<file path="src/hw/rtl/orrl_pkg.sv">
package orrl_pkg;

	localparam int ADDR_W = 24;
	localparam int CODE_W = 48;
	localparam int CHAR_W = 8;
	localparam int KIND_W = 2;
	localparam int OUT_W  = ADDR_W + CODE_W + ADDR_W;

	// result kinds carried on tuser
	localparam logic [KIND_W-1:0] KIND_HDR  = 2'd0;
	localparam logic [KIND_W-1:0] KIND_WORD = 2'd1;
	localparam logic [KIND_W-1:0] KIND_END  = 2'd2;

	localparam logic [CHAR_W-1:0] CH_CARET = 8'h5E; // '^'
	localparam logic [CHAR_W-1:0] CH_T     = 8'h54; // 'T'
	localparam logic [CHAR_W-1:0] CH_E     = 8'h45; // 'E'

	localparam logic [ADDR_W-1:0] WORD_STEP = 24'd3;

	typedef struct packed {
		logic              ok;
		logic [3:0]        val;
	} hex_digit_t;

	// space, tab, newline, vertical tab, form feed, carriage return
	function automatic logic is_ws(input logic [CHAR_W-1:0] c);
		return (c == 8'h20) || (c >= 8'h09 && c <= 8'h0D);
	endfunction

	function automatic hex_digit_t hex_digit(input logic [CHAR_W-1:0] c);
		hex_digit_t d;
		d.ok  = 1'b1;
		d.val = 4'd0;
		if (c >= 8'h30 && c <= 8'h39) begin
			d.val = c[3:0];
		end else if ((c >= 8'h41 && c <= 8'h46) || (c >= 8'h61 && c <= 8'h66)) begin
			d.val = c[3:0] + 4'd9;
		end else begin
			d.ok = 1'b0;
		end
		return d;
	endfunction

endpackage

</file>
<file path="src/hw/rtl/object_record_relocating_loader_top.sv">
// Relocating loader for a caret-separated object program.
//
// Input channel (s_*): one ASCII character per request on s_tdata. Whitespace
// ends a record. The first record is the header (start address, length);
// T records carry object code, an E record ends the program.
// Output channel (m_*): one request per result. m_tuser holds the kind
// (header, relocated word, end); m_tdata holds address, six code characters
// and program length.
// Configuration: cfg_wr_en / cfg_wr_data write load_address, which is
// sampled when the header record closes. Write it while the block is idle.
//
// Timing: a taken character sits in the input register until its parse
// step, which updates the parser state and, when a result is due, loads
// the result register that drives m_*.
// One character per cycle sustained while results are taken: each parse
// is a single short step. When the receiver stalls, the result register
// holds and an empty input register still takes one character; after that
// s_tready drops until the result is taken.
// Reset clears the parser to wait for a header and empties both registers.
// After an E record every character is accepted and dropped until reset.
module object_record_relocating_loader_top (
	input  logic                              clk,
	input  logic                              arst_n,
	input  logic                              s_tvalid,
	output logic                              s_tready,
	input  logic [orrl_pkg::CHAR_W-1:0]       s_tdata,  // [7:0] char_in
	output logic                              m_tvalid,
	input  logic                              m_tready,
	output logic [orrl_pkg::OUT_W-1:0]        m_tdata,  // [23:0] address,
	                                                    // [71:24] code_chars,
	                                                    // [95:72] program_length
	output logic [orrl_pkg::KIND_W-1:0]       m_tuser,  // [1:0] kind
	input  logic                              cfg_wr_en,
	input  logic [orrl_pkg::ADDR_W-1:0]       cfg_wr_data
);
	import orrl_pkg::*;

	typedef enum logic [2:0] {
		M_WAIT_HDR,
		M_HEADER,
		M_BETWEEN,
		M_T_ADDR,
		M_T_SKIP,
		M_T_DATA,
		M_OTHER,
		M_STOPPED
	} mode_t;

	// configuration
	logic [ADDR_W-1:0] load_addr_q;

	// input register
	logic              vld_s1;
	logic [CHAR_W-1:0] char_s1;

	// parser state
	mode_t             mode_q,   mode_d;
	logic [1:0]        pos_q,    pos_d;
	logic [ADDR_W-1:0] hex_q,    hex_d;
	logic              hstop_q,  hstop_d;
	logic [ADDR_W-1:0] start_q,  start_d;
	logic [ADDR_W-1:0] offset_q, offset_d;
	logic [ADDR_W-1:0] cur_q,    cur_d;
	logic [CODE_W-1:0] grp_q,    grp_d;
	logic [2:0]        gcnt_q,   gcnt_d;
	logic [1:0]        caret_q,  caret_d;
	logic [ADDR_W-1:0] len_q,    len_d;

	// result register
	logic              out_vld_q;
	logic [KIND_W-1:0] kind_q;
	logic [ADDR_W-1:0] addr_q;
	logic [CODE_W-1:0] code_q;
	logic [ADDR_W-1:0] plen_q;

	// emission from the current parse step
	logic              emit;
	logic [KIND_W-1:0] e_kind;
	logic [ADDR_W-1:0] e_addr;
	logic [CODE_W-1:0] e_code;
	logic [ADDR_W-1:0] e_len;

	logic              adv;
	logic              fire;
	logic              ws;
	hex_digit_t        hd;
	logic [ADDR_W-1:0] hex_fed;
	logic              hstop_fed;

	// the parse step runs whenever the result register is free or draining
	assign adv      = !out_vld_q || m_tready;
	assign fire     = vld_s1 && adv;
	assign s_tready = !vld_s1 || adv;

	assign ws = is_ws(char_s1);
	assign hd = hex_digit(char_s1);

	// hex accumulation, stopping at the first non-hex character
	always_comb begin
		hex_fed   = hex_q;
		hstop_fed = hstop_q;
		if (!hstop_q) begin
			if (hd.ok) begin
				hex_fed = {hex_q[ADDR_W-5:0], hd.val};
			end else begin
				hstop_fed = 1'b1;
			end
		end
	end

	always_comb begin
		mode_d   = mode_q;
		pos_d    = pos_q;
		hex_d    = hex_q;
		hstop_d  = hstop_q;
		start_d  = start_q;
		offset_d = offset_q;
		cur_d    = cur_q;
		grp_d    = grp_q;
		gcnt_d   = gcnt_q;
		caret_d  = caret_q;
		len_d    = len_q;
		emit     = 1'b0;
		e_kind   = KIND_HDR;
		e_addr   = '0;
		e_code   = '0;
		e_len    = '0;

		unique case (mode_q)
			M_WAIT_HDR: begin
				if (!ws) begin
					mode_d  = M_HEADER;
					pos_d   = 2'd1;
					caret_d = 2'd0;
					gcnt_d  = 3'd0;
					grp_d   = '0;
					hex_d   = '0;
					hstop_d = 1'b0;
				end
			end
			M_HEADER: begin
				if (ws) begin
					// close the header: latch the open field, fix the offset
					if (caret_q == 2'd1) begin
						start_d = hex_q;
					end else if (caret_q == 2'd2) begin
						len_d = hex_q;
					end
					offset_d = load_addr_q - start_d;
					mode_d   = M_BETWEEN;
					emit     = 1'b1;
					e_kind   = KIND_HDR;
					e_addr   = start_d;
					e_len    = len_d;
				end else if (pos_q < 2'd2) begin
					pos_d = pos_q + 2'd1;
				end else if (char_s1 == CH_CARET) begin
					if (caret_q == 2'd1) begin
						start_d = hex_q;
					end else if (caret_q == 2'd2) begin
						len_d = hex_q;
					end
					if (caret_q < 2'd3) begin
						caret_d = caret_q + 2'd1;
					end
					hex_d   = '0;
					hstop_d = 1'b0;
				end else if (caret_q == 2'd1 || caret_q == 2'd2) begin
					hex_d   = hex_fed;
					hstop_d = hstop_fed;
				end
			end
			M_BETWEEN: begin
				if (!ws) begin
					if (char_s1 == CH_T) begin
						mode_d  = M_T_ADDR;
						pos_d   = 2'd1;
						caret_d = 2'd0;
						gcnt_d  = 3'd0;
						grp_d   = '0;
						hex_d   = '0;
						hstop_d = 1'b0;
					end else if (char_s1 == CH_E) begin
						mode_d = M_STOPPED;
						emit   = 1'b1;
						e_kind = KIND_END;
					end else begin
						mode_d = M_OTHER;
					end
				end
			end
			M_T_ADDR: begin
				if (ws) begin
					mode_d = M_BETWEEN;
				end else if (pos_q < 2'd2) begin
					pos_d = pos_q + 2'd1;
				end else if (char_s1 == CH_CARET) begin
					cur_d   = hex_q + offset_q;
					caret_d = 2'd1;
					mode_d  = M_T_SKIP;
				end else begin
					hex_d   = hex_fed;
					hstop_d = hstop_fed;
				end
			end
			M_T_SKIP: begin
				if (ws) begin
					mode_d = M_BETWEEN;
				end else if (char_s1 == CH_CARET) begin
					caret_d = 2'd2;
					gcnt_d  = 3'd0;
					grp_d   = '0;
					mode_d  = M_T_DATA;
				end
			end
			M_T_DATA: begin
				if (ws) begin
					mode_d = M_BETWEEN;
				end else if (!(gcnt_q == 3'd0 && char_s1 == CH_CARET)) begin
					if (gcnt_q == 3'd5) begin
						// sixth character completes the group
						emit   = 1'b1;
						e_kind = KIND_WORD;
						e_addr = cur_q;
						e_code = {grp_q[CODE_W-CHAR_W-1:0], char_s1};
						gcnt_d = 3'd0;
						grp_d  = '0;
						cur_d  = cur_q + WORD_STEP;
					end else begin
						grp_d  = {grp_q[CODE_W-CHAR_W-1:0], char_s1};
						gcnt_d = gcnt_q + 3'd1;
					end
				end
			end
			M_OTHER: begin
				if (ws) begin
					mode_d = M_BETWEEN;
				end
			end
			default: begin
				// stopped: drop everything until reset
			end
		endcase
	end

	always_ff @(posedge clk or negedge arst_n) begin
		if (!arst_n) begin
			load_addr_q <= '0;
		end else if (cfg_wr_en) begin
			load_addr_q <= cfg_wr_data;
		end
	end

	// input register
	always_ff @(posedge clk or negedge arst_n) begin
		if (!arst_n) begin
			vld_s1 <= 1'b0;
		end else if (s_tready) begin
			vld_s1 <= s_tvalid;
		end
	end

	always_ff @(posedge clk) begin
		if (s_tready && s_tvalid) begin
			char_s1 <= s_tdata;
		end
	end

	// parser state: advance on each parsed character
	always_ff @(posedge clk or negedge arst_n) begin
		if (!arst_n) begin
			mode_q   <= M_WAIT_HDR;
			pos_q    <= '0;
			hex_q    <= '0;
			hstop_q  <= 1'b0;
			start_q  <= '0;
			offset_q <= '0;
			cur_q    <= '0;
			grp_q    <= '0;
			gcnt_q   <= '0;
			caret_q  <= '0;
			len_q    <= '0;
		end else if (fire) begin
			mode_q   <= mode_d;
			pos_q    <= pos_d;
			hex_q    <= hex_d;
			hstop_q  <= hstop_d;
			start_q  <= start_d;
			offset_q <= offset_d;
			cur_q    <= cur_d;
			grp_q    <= grp_d;
			gcnt_q   <= gcnt_d;
			caret_q  <= caret_d;
			len_q    <= len_d;
		end
	end

	// result register: load on emit, drop once taken
	always_ff @(posedge clk or negedge arst_n) begin
		if (!arst_n) begin
			out_vld_q <= 1'b0;
		end else if (adv) begin
			out_vld_q <= fire && emit;
		end
	end

	always_ff @(posedge clk) begin
		if (fire && emit) begin
			kind_q <= e_kind;
			addr_q <= e_addr;
			code_q <= e_code;
			plen_q <= e_len;
		end
	end

	assign m_tvalid = out_vld_q;
	assign m_tuser  = kind_q;
	assign m_tdata  = {plen_q, code_q, addr_q};

endmodule

</file>
<file path="config.mk">
export PLATFORM = sky130hd
export DESIGN_NAME = object_record_relocating_loader_top
export DESIGN_NICKNAME = d
export VERILOG_FILES = /design/src/hw/rtl/orrl_pkg.sv /design/src/hw/rtl/object_record_relocating_loader_top.sv
export SDC_FILE = /design/constraint.sdc
export NUM_CORES = 1
export LEC_CHECK = 0
export BUFFER_PORTS_ARGS = -buffer_cell sky130_fd_sc_hd__buf_2
export CELL_PAD_IN_SITES_DETAIL_PLACEMENT = 1
export CELL_PAD_IN_SITES_GLOBAL_PLACEMENT = 1
export CORE_MARGIN = 2
export CORE_UTILIZATION = 49
export CTS_BUF_LIST = sky130_fd_sc_hd__clkbuf_8
export CTS_CLUSTER_SIZE = 12
export DETAILED_ROUTE_END_ITERATION = 8
export GPL_TIMING_DRIVEN = 0
export PLACE_DENSITY_LB_ADDON = 0.1
export SYNTH_ARGS = -nofsm -noshare
export SYNTH_HDL_FRONTEND = slang
export SYNTH_SLANG_ARGS = --single-unit
</file>
<file path="constraint.sdc">
create_clock -name clk -period 14.6 [get_ports clk]
set_input_delay 0 -clock clk [delete_from_list [all_inputs] [get_ports clk]]
set_output_delay 0 -clock clk [all_outputs]
set_load 0.02 [all_outputs]
</file>
# Word-level counts from Yosys, hierarchy flattened
# Cells that the tools add are included.
[word_totals]
word_cells = 227
reg_bits = 303
inputBits = 37
output_inout_bits = 100
[op_classes]
n_bitwise = 2
n_lt_le_gt_ge = 10
n_addsub = 7
n_mux = 116
n_eq_ne = 37
reduce_logical = 36
[ops]
columns = ["op", "n"]
rows = [
  ["24-bit 2-to-1 mux", 33],
  ["40-bit 2-to-1 mux", 8],
  ["40-bit one-hot mux with 4 select lines", 1],
  ["24-bit one-hot mux with 2 select lines", 2],
  ["24-bit one-hot mux with 4 select lines", 1],
  ["3-bit 2-to-1 mux", 17],
  ["2-bit 2-to-1 mux", 20],
  ["2-bit inequality test (second input constant)", 18],
  ["1-bit 2-to-1 mux", 25],
  ["24-bit by 2-bit adder with 24-bit output (second input constant)", 1],
  ["24-bit adder", 1],
  ["8-bit by 7-bit equality test with 1-bit output (second input constant)", 3],
  ["24-bit subtractor", 1],
  ["8-bit by 7-bit greater-or-equal comparator with 1-bit output (second input constant)", 2],
  ["8-bit by 7-bit less-or-equal comparator with 1-bit output (second input constant)", 2],
  ["8-bit AND reduction", 2],
  ["3-bit one-hot mux with 5 select lines", 1],
  ["14-bit AND reduction", 1],
  ["3-bit equality test (second input constant)", 4],
  ["3-bit inequality test (second input constant)", 4],
  ["3-bit one-hot mux with 4 select lines", 1],
  ["11-bit AND reduction", 1],
  ["2-bit one-hot mux with 5 select lines", 1],
  ["5-bit nonzero test", 2],
  ["35 further kinds", 56],
]

# Longest topological paths before layout
# Gate-level depths: netlist of the first run.
[depth]
word_depth = 12
depth_mapped = 15
ltp_nobuf = 13

# Least setup slack after synthesis of the first run
# OpenSTA, ideal clock, no wires.
[synth_timing]
kind = "register -> register"
from = "register char_s1[0]"
to = "register addr_q[0], enable pin"
arrival_time_ns = 9.647
period_less_slack_ns = 10.381
path_stages_with_launch = 9
setup_time_ns = 0.733
setup_slack_ns = 4.219
required_ns = 13.867
cell_sequence = "edfxtp_1 -> inv_1 -> ha_1 -> or3b_1 -> a21oi_1 -> o21ai_1 -> clkbuf_1 -> nand2_1 -> a311oi_1"
[synth_via]
elab_chain_cells = 6
[synth_rtl]
columns = ["item", "line_no", "source"]
rows = [
  ["start, declared", "object_record_relocating_loader_top.sv:54", "logic [CHAR_W-1:0] char_s1;"],
  ["start signal, assigned", "object_record_relocating_loader_top.sv:265", "char_s1 <= s_tdata;"],
  ["8-bit by 4-bit greater-or-equal comparator with 1-bit output (tied with other cells)", "orrl_pkg.sv:27", "return (c == 8'h20) || (c >= 8'h09 && c <= 8'h0D);"],
  ["1-bit logical AND (tied with other cells)", "orrl_pkg.sv:27", ""],
  ["1-bit logical OR (tied with other cells)", "orrl_pkg.sv:27", ""],
  ["1-bit 2-to-1 mux, on equally long branches", "object_record_relocating_loader_top.sv:217, object_record_relocating_loader_top.sv:142, object_record_relocating_loader_top.sv:174", ""],
  ["1-bit one-hot mux with 3 select lines *", "object_record_relocating_loader_top.sv:129", "unique case (mode_q)"],
  ["1-bit logical AND *", "object_record_relocating_loader_top.sv:308", "if (fire && emit) begin"],
  ["end signal, assigned", "object_record_relocating_loader_top.sv:310", "addr_q <= e_addr;"],
  ["end, declared", "object_record_relocating_loader_top.sv:72", "logic [ADDR_W-1:0] addr_q;"],
]
# Every way passes the cells marked *; elsewhere a longest branch is shown, timed or not.
# A chain may end at the register's enable or synchronous reset.

# Final worst setup path of the first run
[layout_timing]
from = "register caret_q[1]"
to = "register offset_q[22]"
[layout_via]
elab_chain_cells = 5
[layout_rtl]
columns = ["item", "line_no", "source"]
rows = [
  ["start, declared", "object_record_relocating_loader_top.sv:66", "logic [1:0] caret_q, caret_d;"],
  ["start signal, assigned", "object_record_relocating_loader_top.sv:293", "caret_q <= caret_d;"],
  ["2-bit by 1-bit equality test with 1-bit output", "object_record_relocating_loader_top.sv:144", "if (caret_q == 2'd1) begin"],
  ["24-bit 2-to-1 mux", "object_record_relocating_loader_top.sv:144", ""],
  ["24-bit 2-to-1 mux", "object_record_relocating_loader_top.sv:142", "if (ws) begin"],
  ["24-bit 2-to-1 mux", "object_record_relocating_loader_top.sv:129", ""],
  ["24-bit subtractor", "object_record_relocating_loader_top.sv:149", "offset_d = load_addr_q - start_d;"],
  ["end signal, assigned", "object_record_relocating_loader_top.sv:289", "offset_q <= offset_d;"],
  ["end, declared", "object_record_relocating_loader_top.sv:62", "logic [ADDR_W-1:0] offset_q, offset_d;"],
]
# No other way between the ends. The select of a mux whose other input is x is not followed.

==> reports/qor.yml, run 1 <==
violations: "hold timing"
worst-path-stages: 14
path_max_fanout: 10
clock_power_share: 0.295
internal_power_mw: 1.667
maxCapViolations: 0
worst_hold_slack_ps: -6.976
cts_buffers: 52
syn_area_um2: 15760
root_buffer: "clkbuf_8"
drt.antenna.violating_nets: 0
timing.rr.end: "offset_q[22]"
ys.flop_type: "dfrtp_1"
crit_arrival_ps: 5480
rsz0062_at_grt: "false"
postCtsSetupBuffers: 0
insertion_delay_ps: 610
grt_max_degree: 102
synth_cell_types: 82
crit_top_cell: "clkbuf_1"
fin_ws_ps: 9632
top_regs: "code_q: 48 flops, grp_q: 40 flops"
nNetsFinal: 1879
crit_path_max_incr_delay_ps: 830
synth-seq-cells: 303
critPathRequiredTime_ps: 15110
die_w_um: 183.4
place_worst_setup_slack_ps: 9799
htreeDepth: 2
seqPwrFrac: 0.388
clk_path_buf_depth: 3
synth_nets: 1641
setup_viol: 0
p_sw_frac: 0.3653
dieHeight_um: 183.4
cp_slowest_cell: "clkbuf_1"
hold_violations: 1
ioPinCount: 137
start_kind: "flop"
synth_cells: 1547
viasPerCell: 5.861
final.setup.tns_ps: 0
r2r_start: "caret_q[1]"
min_path_type: "in2async"
crit_buf_inv: 4
finClkSkew_ps: 32.67
startpoint: "caret_q[1]"
rr_worst_depth: 14
r2r_slack_ps: 9630
final.period_utilization: 0.3403
async_flop_share: 0.6502
min_period_ps: 4968
tightest_slew_ps: 1030
slew_headroom: 0.3136
rows: 65
syn-mean-instance-area_um2: 10.19
largest_reg_flops: 48
cts.sinks: 303
fmaxAchievable_mhz: 201.3
p_per_area_nw_per_um2: 141.5
routedWlPerCell_um: 21.77
worst-setup-path-type: "reg2reg"
path_cells: "inv_1 > ha_1 > clkbuf_1 > clkbuf_1 > mux2i_1 > ha_1 > clkbuf_1 > a21oi_1 > nor2_1 > a211oi_1 > nor3b_1 > o221ai_1 > or4_1 > nand3_1"
start_util: 0.4983
p_switching_uw: 959.5
globalRouteOverflowTotal: 0
grt_pass1_wl_mm: 76.24
crit_path_end: "offset_q[22]"
p_leak_nw: 7.872
endpoint_kind: "flop"
place.gp.congestion: 0.9017
drive_gt1_frac: 0.1817
status: "finished with violations"
synth-edff-count: 106
syn2layout_area_growth_pct: 17.76
hpwl_mm: 34.75
io_buffer_count: 135
yosysSeqAreaShare: 0.5146
firstDrtPassIters: 5
largest-register: "code_q"
core_area_um2: 31640
antenna_found_initial: 1
dieArea_um2: 33620
nFillCells: 3589
cts_tree: "done"
comb_power_share: 0.316
yosysWarningCount: 0
num_vias: 13069
grt_use_total: 0.2940
path_clk_slew_ps: 60
crit_family: "buffers and inverters"
slew_violations: 0
drt_iter0_drc: 935
drc: 0
routed_wl_mm: 48.54
ir_worst_vdd_uv: 96.48
grt_pass1_vias: 13420
worst register-to-register path, delay by kind of cell (launching register included):
family                     cells  cell delay [ps]
buffers and inverters          4             1710
and+or+nand+nor                4              850
AOI/OAI and AO/OA              3              760
muxes                          1              670
adders and majority gates      2              490
DFF                            1              410
metrics by stage:
step | std cells | hold WS [ps] | power (mW) | instance area, um^2 | util
after floorplan | 1547 | -295.6 | 1.595 | 15760 | -
after global placement | 2084 | 178.4 | 1.815 | 16940 | 0.5355
after detailed placement | 2091 | 111.7 | 1.846 | 17100 | 0.5405
after CTS | 2229 | 59.88 | 2.637 | 18560 | 0.5867
after global routing | 2230 | 43.03 | 2.775 | 18560 | 0.5868
final | 2230 | -6.976 | 2.627 | 18560 | 0.5868
kinds of logic (layout without fill, tap and decap cells):
family,count (synthesis),after routing,synth area share
AOI/OAI and AO/OA,419,419,0.1703
and+or+nand+nor,527,527,0.1573
muxes,80,80,0.05508
buffers and inverters,127,407,0.03762
DFF,303,303,0.5146
adders and majority gates,57,57,0.04619
other,0,1,0
xor gates and xnor gates,34,34,0.01889
routing by layer:
metal / track usage / wire (um) / vias up
met1: 0.4062 / 21920 / 6557
met2: 0.4694 / 22550 / 340
met5: 0 / 0 / -
met4: 0.1024 / 1540 / 0
met3: 0.05183 / 2537 / 92
li1: - / - / 6080
what timing repair did:
item / in CTS / in global routing
endpoints found under the setup margin: 0 / 0
resized for setup: 0 / 0
hold buffers: 42 / 0
hold endpoints to repair: 139 / 0
power by group through the flow:
stage,logic [mW],clock network (mW),registers (mW)
2_1_floorplan,0.581,0,1.01
3_3_place_gp,0.783,0,1.03
3_5_place_dp,0.810,0,1.04
4_1_cts,0.826,0.791,1.02
5_1_grt,0.917,0.829,1.03
6_report,0.831,0.775,1.02
layout make-up:
cell class                      count  area (um^2)  area share
Antenna cell                        1        2.502   0.0001348
Buffer                             99        488.0     0.02629
Clock buffer                       60        825.8     0.04449
Clock inverter                     36        214.0     0.01153
Inverter                           28        105.1    0.005662
Multi-Input combinational cell   1117         7076      0.3812
Sequential cell                   303         8113      0.4370
Tap cell                          402        503.0     0.02710
Timing Repair Buffer              184         1236     0.06660
synthesized netlist by cell type (all sizes together) (6+ instances only):
| master | number | area share |
|---|---|---|
| nand2 | 244 | 0.058 |
| dfrtp | 197 | 0.31 |
| o21ai | 138 | 0.051 |
| a21oi | 135 | 0.043 |
| edfxtp | 106 | 0.20 |
| nor2 | 88 | 0.021 |
| clkbuf | 64 | 0.015 |
| ha | 55 | 0.044 |
| and3 | 54 | 0.021 |
| mux2 | 51 | 0.037 |
| buf | 35 | 0.016 |
| mux2i | 29 | 0.018 |
| inv | 27 | 0.0064 |
| nor3 | 26 | 0.0083 |
| nand3 | 25 | 0.0083 |
| a22o | 23 | 0.013 |
| xnor2 | 21 | 0.012 |
| a21o | 19 | 0.0090 |
| a31oi | 19 | 0.0075 |
| nand4 | 13 | 0.0052 |
| xor2 | 13 | 0.0072 |
| nand2b | 12 | 0.0048 |
| and2 | 11 | 0.0044 |
| o21a | 10 | 0.0048 |
| nor3b | 9 | 0.0043 |
| o211ai | 9 | 0.0046 |
| o22ai | 7 | 0.0028 |
| o31ai | 7 | 0.0037 |
| or3 | 7 | 0.0028 |
| a211oi | 6 | 0.0029 |
| nand3b | 6 | 0.0029 |
| nor2b | 6 | 0.0024 |
worst min-delay path by stage:
| stage | startpoint | to | cells past startpoint |
|---|---|---|---|
| 2_1_floorplan | arst_n | caret_q[0] | 0 |
| 3_3_place_gp | s_tdata[6] | char_s1[6] | 1 |
| 3_5_place_dp | arst_n | grp_q[36] | 1 |
| 4_1_cts | arst_n | cur_q[15] | 2 |
| 5_1_grt | arst_n | grp_q[28] | 2 |
| 6_report | arst_n | grp_q[36] | 2 |
layout by cell type, fill, tap and decap left out, types with 54 or more instances in the layout:
cell type  count
edfxtp_1     106
o21ai_0       92
dfrtp_1      197
buf_2        155
clkbuf_8      60
a21oi_1      135
nand2_1      243
clkbuf_1      64
ha_1          55
and3_1        54
nor2_1        88
Power figures use the tool's default switching activity.
==> run 2, diff against run 1 <==
ABC_AREA = 1   (was not set)
CORE_UTILIZATION = 46   (was 49)
clock period = 4.7 ns   (was 14.6 ns; I/O delays follow)
==> run 2 against run 1 <==
The flow finishes with violations (capacitance limit, slew limit). Clock skew down 6.0 ps. Hold slack better by 67 ps. Sequential cell count unchanged. Sequential power rose to 2.7 times the previous value. Clock power rose to 3.2 times the previous value. Utilization down 4.1 points. Combinational power down 49%. Highest routed layer is now met5.
==> reports/qor.yml, run 2 <==
status: "finished with violations"  # unchanged
violations: "capacitance limit, slew limit"  # was hold timing
slew_violations: 13  # was 0
p_sw_frac: 0.2605  # was 0.3653
globalRouteOverflowTotal: 0  # unchanged
nFillCells: 4650  # was 3589
maxCapViolations: 3  # was 0
endpoint_kind: "flop"  # unchanged
grt_pass1_vias: 17119  # was 13420
synth_area_leaders: "dfrtp_1 29%, edfxtp_1 19%, nand2_1 15%"  # was dfrtp_1 31%, edfxtp_1 20%, nand2_1 5.8%
ioPinCount: 137  # unchanged
slew_headroom: -0.08708  # was 0.3136
p_per_area_nw_per_um2: 283.6  # was 141.5 nW/um^2
hpwl_mm: 45.03  # was 34.75 mm
hold_violations: 0  # was 1
synth-edff-count: 106  # unchanged
min_path_cells: 2
timing.rr.end: "offset_q[14]"  # was offset_q[22]
dieArea_um2: 38690  # was 33620 um^2
num_vias: 16311  # was 13069
routed_wl_mm: 60.38  # was 48.54 mm
crit_arrival_ps: 4650  # was 5480 ps
async_flop_share: 0.6502  # unchanged
syn_area_um2: 17080  # was 15760 um^2
syn2layout_area_growth_pct: 17.06  # was 17.76%
largest_reg_flops: 48  # unchanged
worst-setup-path-type: "reg2reg"  # unchanged
synth_top_area_frac: 0.2886  # was 0.3127
min_path_type: "in2reg"  # was in2async
final.period_utilization: 0.8761  # was 0.3403
synth_cell_types: 41  # was 82
p_leak_nw: 9.589  # was 7.872 nW
path_max_fanout: 10  # unchanged
drt.antenna.violating_nets: 0  # unchanged
crit_top_cell: "o21ai_0"  # was clkbuf_1
cp_slowest_cell: "o21ai_0"  # was clkbuf_1
rows: 70  # was 65
multiInputGateArea_um2: 7646  # was 7076 um^2
crit_buf_inv: 2  # was 4
io_buffer_count: 135  # unchanged
worstHoldEndpoint: "char_s1[0]"
nNetsFinal: 2568  # was 1879
critPathRequiredTime_ps: 5240  # was 15110 ps
htreeDepth: 2  # unchanged
dieHeight_um: 196.7  # was 183.4 um
die_w_um: 196.7  # was 183.4 um
ff_latch_area_um2: 8113  # unchanged
top_regs: "code_q: 48 flops, grp_q: 40 flops"  # unchanged
grt_use_total: 0.3184  # was 0.2940
synth_cells: 2232  # was 1547
worst_hold_slack_ps: 60.36  # was -6.976 ps
ys.flop_type: "dfrtp_1"  # unchanged
cts_tree: "done"  # unchanged
comb_power_share: 0.074  # was 0.316
firstDrtPassIters: 5  # unchanged
synth_top_area_cell: "dfrtp_1"  # unchanged
path_cells: "ha_1 > clkbuf_1 > clkbuf_1 > o21ai_0 > ha_1 > a21oi_1 > nand2_1 > a21oi_1 > o21ai_0 > xnor2_1 > o21ai_0"  # was inv_1 > ha_1 > clkbuf_1 > clkbuf_1 > mux2i_1 > ha_1 > clkbuf_1 > a21oi_1 > nor2_1 > a211oi_1 > nor3b_1 > o221ai_1 > or4_1 > nand3_1
worstHoldStart: "s_tdata[0]"
routedWlPerCell_um: 20.23  # was 21.77 um
core_area_um2: 36610  # was 31640 um^2
setup_viol: 0  # unchanged
cts_buffers: 53  # was 52
ys_top_cells_by_count: "697 x nand2_1, 243 x inv_1, 235 x nor2_1, 197 x dfrtp_1, 183 x o21ai_0"  # was 243 x nand2_1, 197 x dfrtp_1, 135 x a21oi_1, 106 x edfxtp_1, 92 x o21ai_0
synth_nets: 2326  # was 1641
insertion_delay_ps: 670  # was 610 ps
antenna_found_initial: 5  # was 1
crit_family: "compound AO/OA/AOI/OAI gates"  # was buffers and inverters
drc: 0  # unchanged
crit_path_max_incr_delay_ps: 880  # was 830 ps
grt_max_degree: 113  # was 102
r2r_start: "caret_q[0]"  # was caret_q[1]
final.setup.tns_ps: 0  # unchanged
yosysWarningCount: 0  # unchanged
cts.sinks: 303  # unchanged
internal_power_mw: 4.194  # was 1.667 mW
largest-register: "code_q"  # unchanged
finClkSkew_ps: 26.68  # was 32.67 ps
viasPerCell: 5.464  # was 5.861
postCtsSetupBuffers: 0  # unchanged
clk_path_buf_depth: 3  # unchanged
tightest_slew_ps: 1614  # was 1030 ps
start_kind: "flop"  # unchanged
yosysSeqAreaShare: 0.4749  # was 0.5146
path_clk_slew_ps: 60  # about the same
ir_worst_vdd_uv: 246.4  # was 96.48 uV
final_cell_count_no_fill: 2985  # was 2230
synth-seq-cells: 303  # unchanged
placedCellCount: 2837  # was 2091
layout_commonest_cell: "nand2_1"  # unchanged
mostFrequentLayoutCells: "697 x nand2_1, 261 x inv_1, 235 x nor2_1"  # was 243 x nand2_1, 197 x dfrtp_1, 155 x buf_2
root_buffer: "clkbuf_8"  # unchanged
start_util: 0.4666  # was 0.4983
p_switching_mw: 1.477  # was 959.5 uW
syn-mean-instance-area_um2: 7.653  # was 10.19 um^2
fmaxAchievable_mhz: 242.9  # was 201.3 MHz
rsz0062_at_grt: "false"  # unchanged
clock_power_share: 0.436  # was 0.295
r2r_slack_ps: 580  # was 9630 ps
grt_pass1_wl_mm: 94.14  # was 76.24 mm
rr_worst_depth: 11  # was 14
synth.most_common_cell: "nand2_1"  # unchanged
min_period_ps: 4118  # was 4968 ps
seqPwrFrac: 0.489  # was 0.388
post_cts_resized: 0  # unchanged
drive_gt1_frac: 0.1137  # was 0.1817
drt_iter0_drc: 1029  # was 935
place.gp.congestion: 0.9286  # was 0.9017
==> run 2: cell types whose count changed after synthesis, sizes merged, moves of 23 or more <==
cell / before / now
a22o: 23 / 0
o21ai: 138 / 198
nand3: 25 / 132
a21oi: 135 / 111
nand2: 244 / 699
and3: 54 / 0
nand4: 13 / 46
mux2i: 29 / 1
mux2: 51 / 21
nor2: 88 / 240
inv: 27 / 251
==> run 2: per-stage QoR <==
step	cell area (um^2)	setup WS [ps]	power [mW]	utilization
2_1_floorplan	17080	650.7	3.053	-
3_3_place_gp	18340	-795.5	3.177	0.5010
3_5_place_dp	18410	827.8	3.195	0.5029
4_1_cts	19980	786.8	5.706	0.5457
5_1_grt	19990	371.1	5.890	0.5461
6_report	20000	582.4	5.672	0.5462
==> run 2: per-layer routing <==
layer	wire, um	global-route usage	vias to the layer above
met1	26290	0.4041	8020
met2	28650	0.5406	413
li1	-	-	7744
met5	65	0	-
met3	3050	0.05407	128
met4	2326	0.1326	6
==> run 2: cell families (layout without fill, tap and decap cells) <==
group | count (synthesis) | after routing | share of synthesized area
AOI/OAI and AO/OA | 345 | 345 | 0.1046
xor gates and xnor gates | 22 | 22 | 0.01128
adders and majority gates | 57 | 57 | 0.04263
buffers and inverters | 336 | 620 | 0.07742
DFF | 303 | 303 | 0.4749
muxes | 22 | 22 | 0.01443
other | 0 | 1 | 0
and+or+nand+nor | 1147 | 1147 | 0.2747
==> run 2: power groups by stage <==
| stage | logic, mW | registers [mW] | clock network, mW |
|---|---|---|---|
| after floorplan | 0.240 | 2.81 | 0 |
| after global placement | 0.355 | 2.82 | 0 |
| after CTS | 0.412 | 2.77 | 2.52 |
| after detailed placement | 0.373 | 2.82 | 0 |
| final | 0.423 | 2.77 | 2.47 |
| after global routing | 0.472 | 2.78 | 2.64 |
==> run 2: worst max path at each step <==
stage	startpoint	end	slack (ps)	depth (start not counted)
final	caret_q[0]	offset_q[14]	580	11
after floorplan	char_s1[1]	addr_q[0]	650	12
after CTS	caret_q[0]	offset_q[20]	790	12
after global routing	caret_q[0]	offset_q[22]	370	13
after global placement	char_s1[0]	addr_q[17]	-800	13
after detailed placement	caret_q[0]	offset_q[14]	830	11
==> run 2: final cells by class <==
cell class                 instances  area share
antenna                            1   0.0001251
clock buffer                      63     0.04336
buffer                            85     0.01902
timing repair buffer             187     0.06270
sequential                       303      0.4057
tap                              468     0.02928
multi-input combinational       1593      0.3824
clock inverter                    34     0.01014
inverter                         251     0.04724
==> run 2: timing repair <==
item	4_1_cts	5_1_grt
endpoints found under the setup margin	0	0
hold buffers	48	0
hold endpoints to repair	153	0
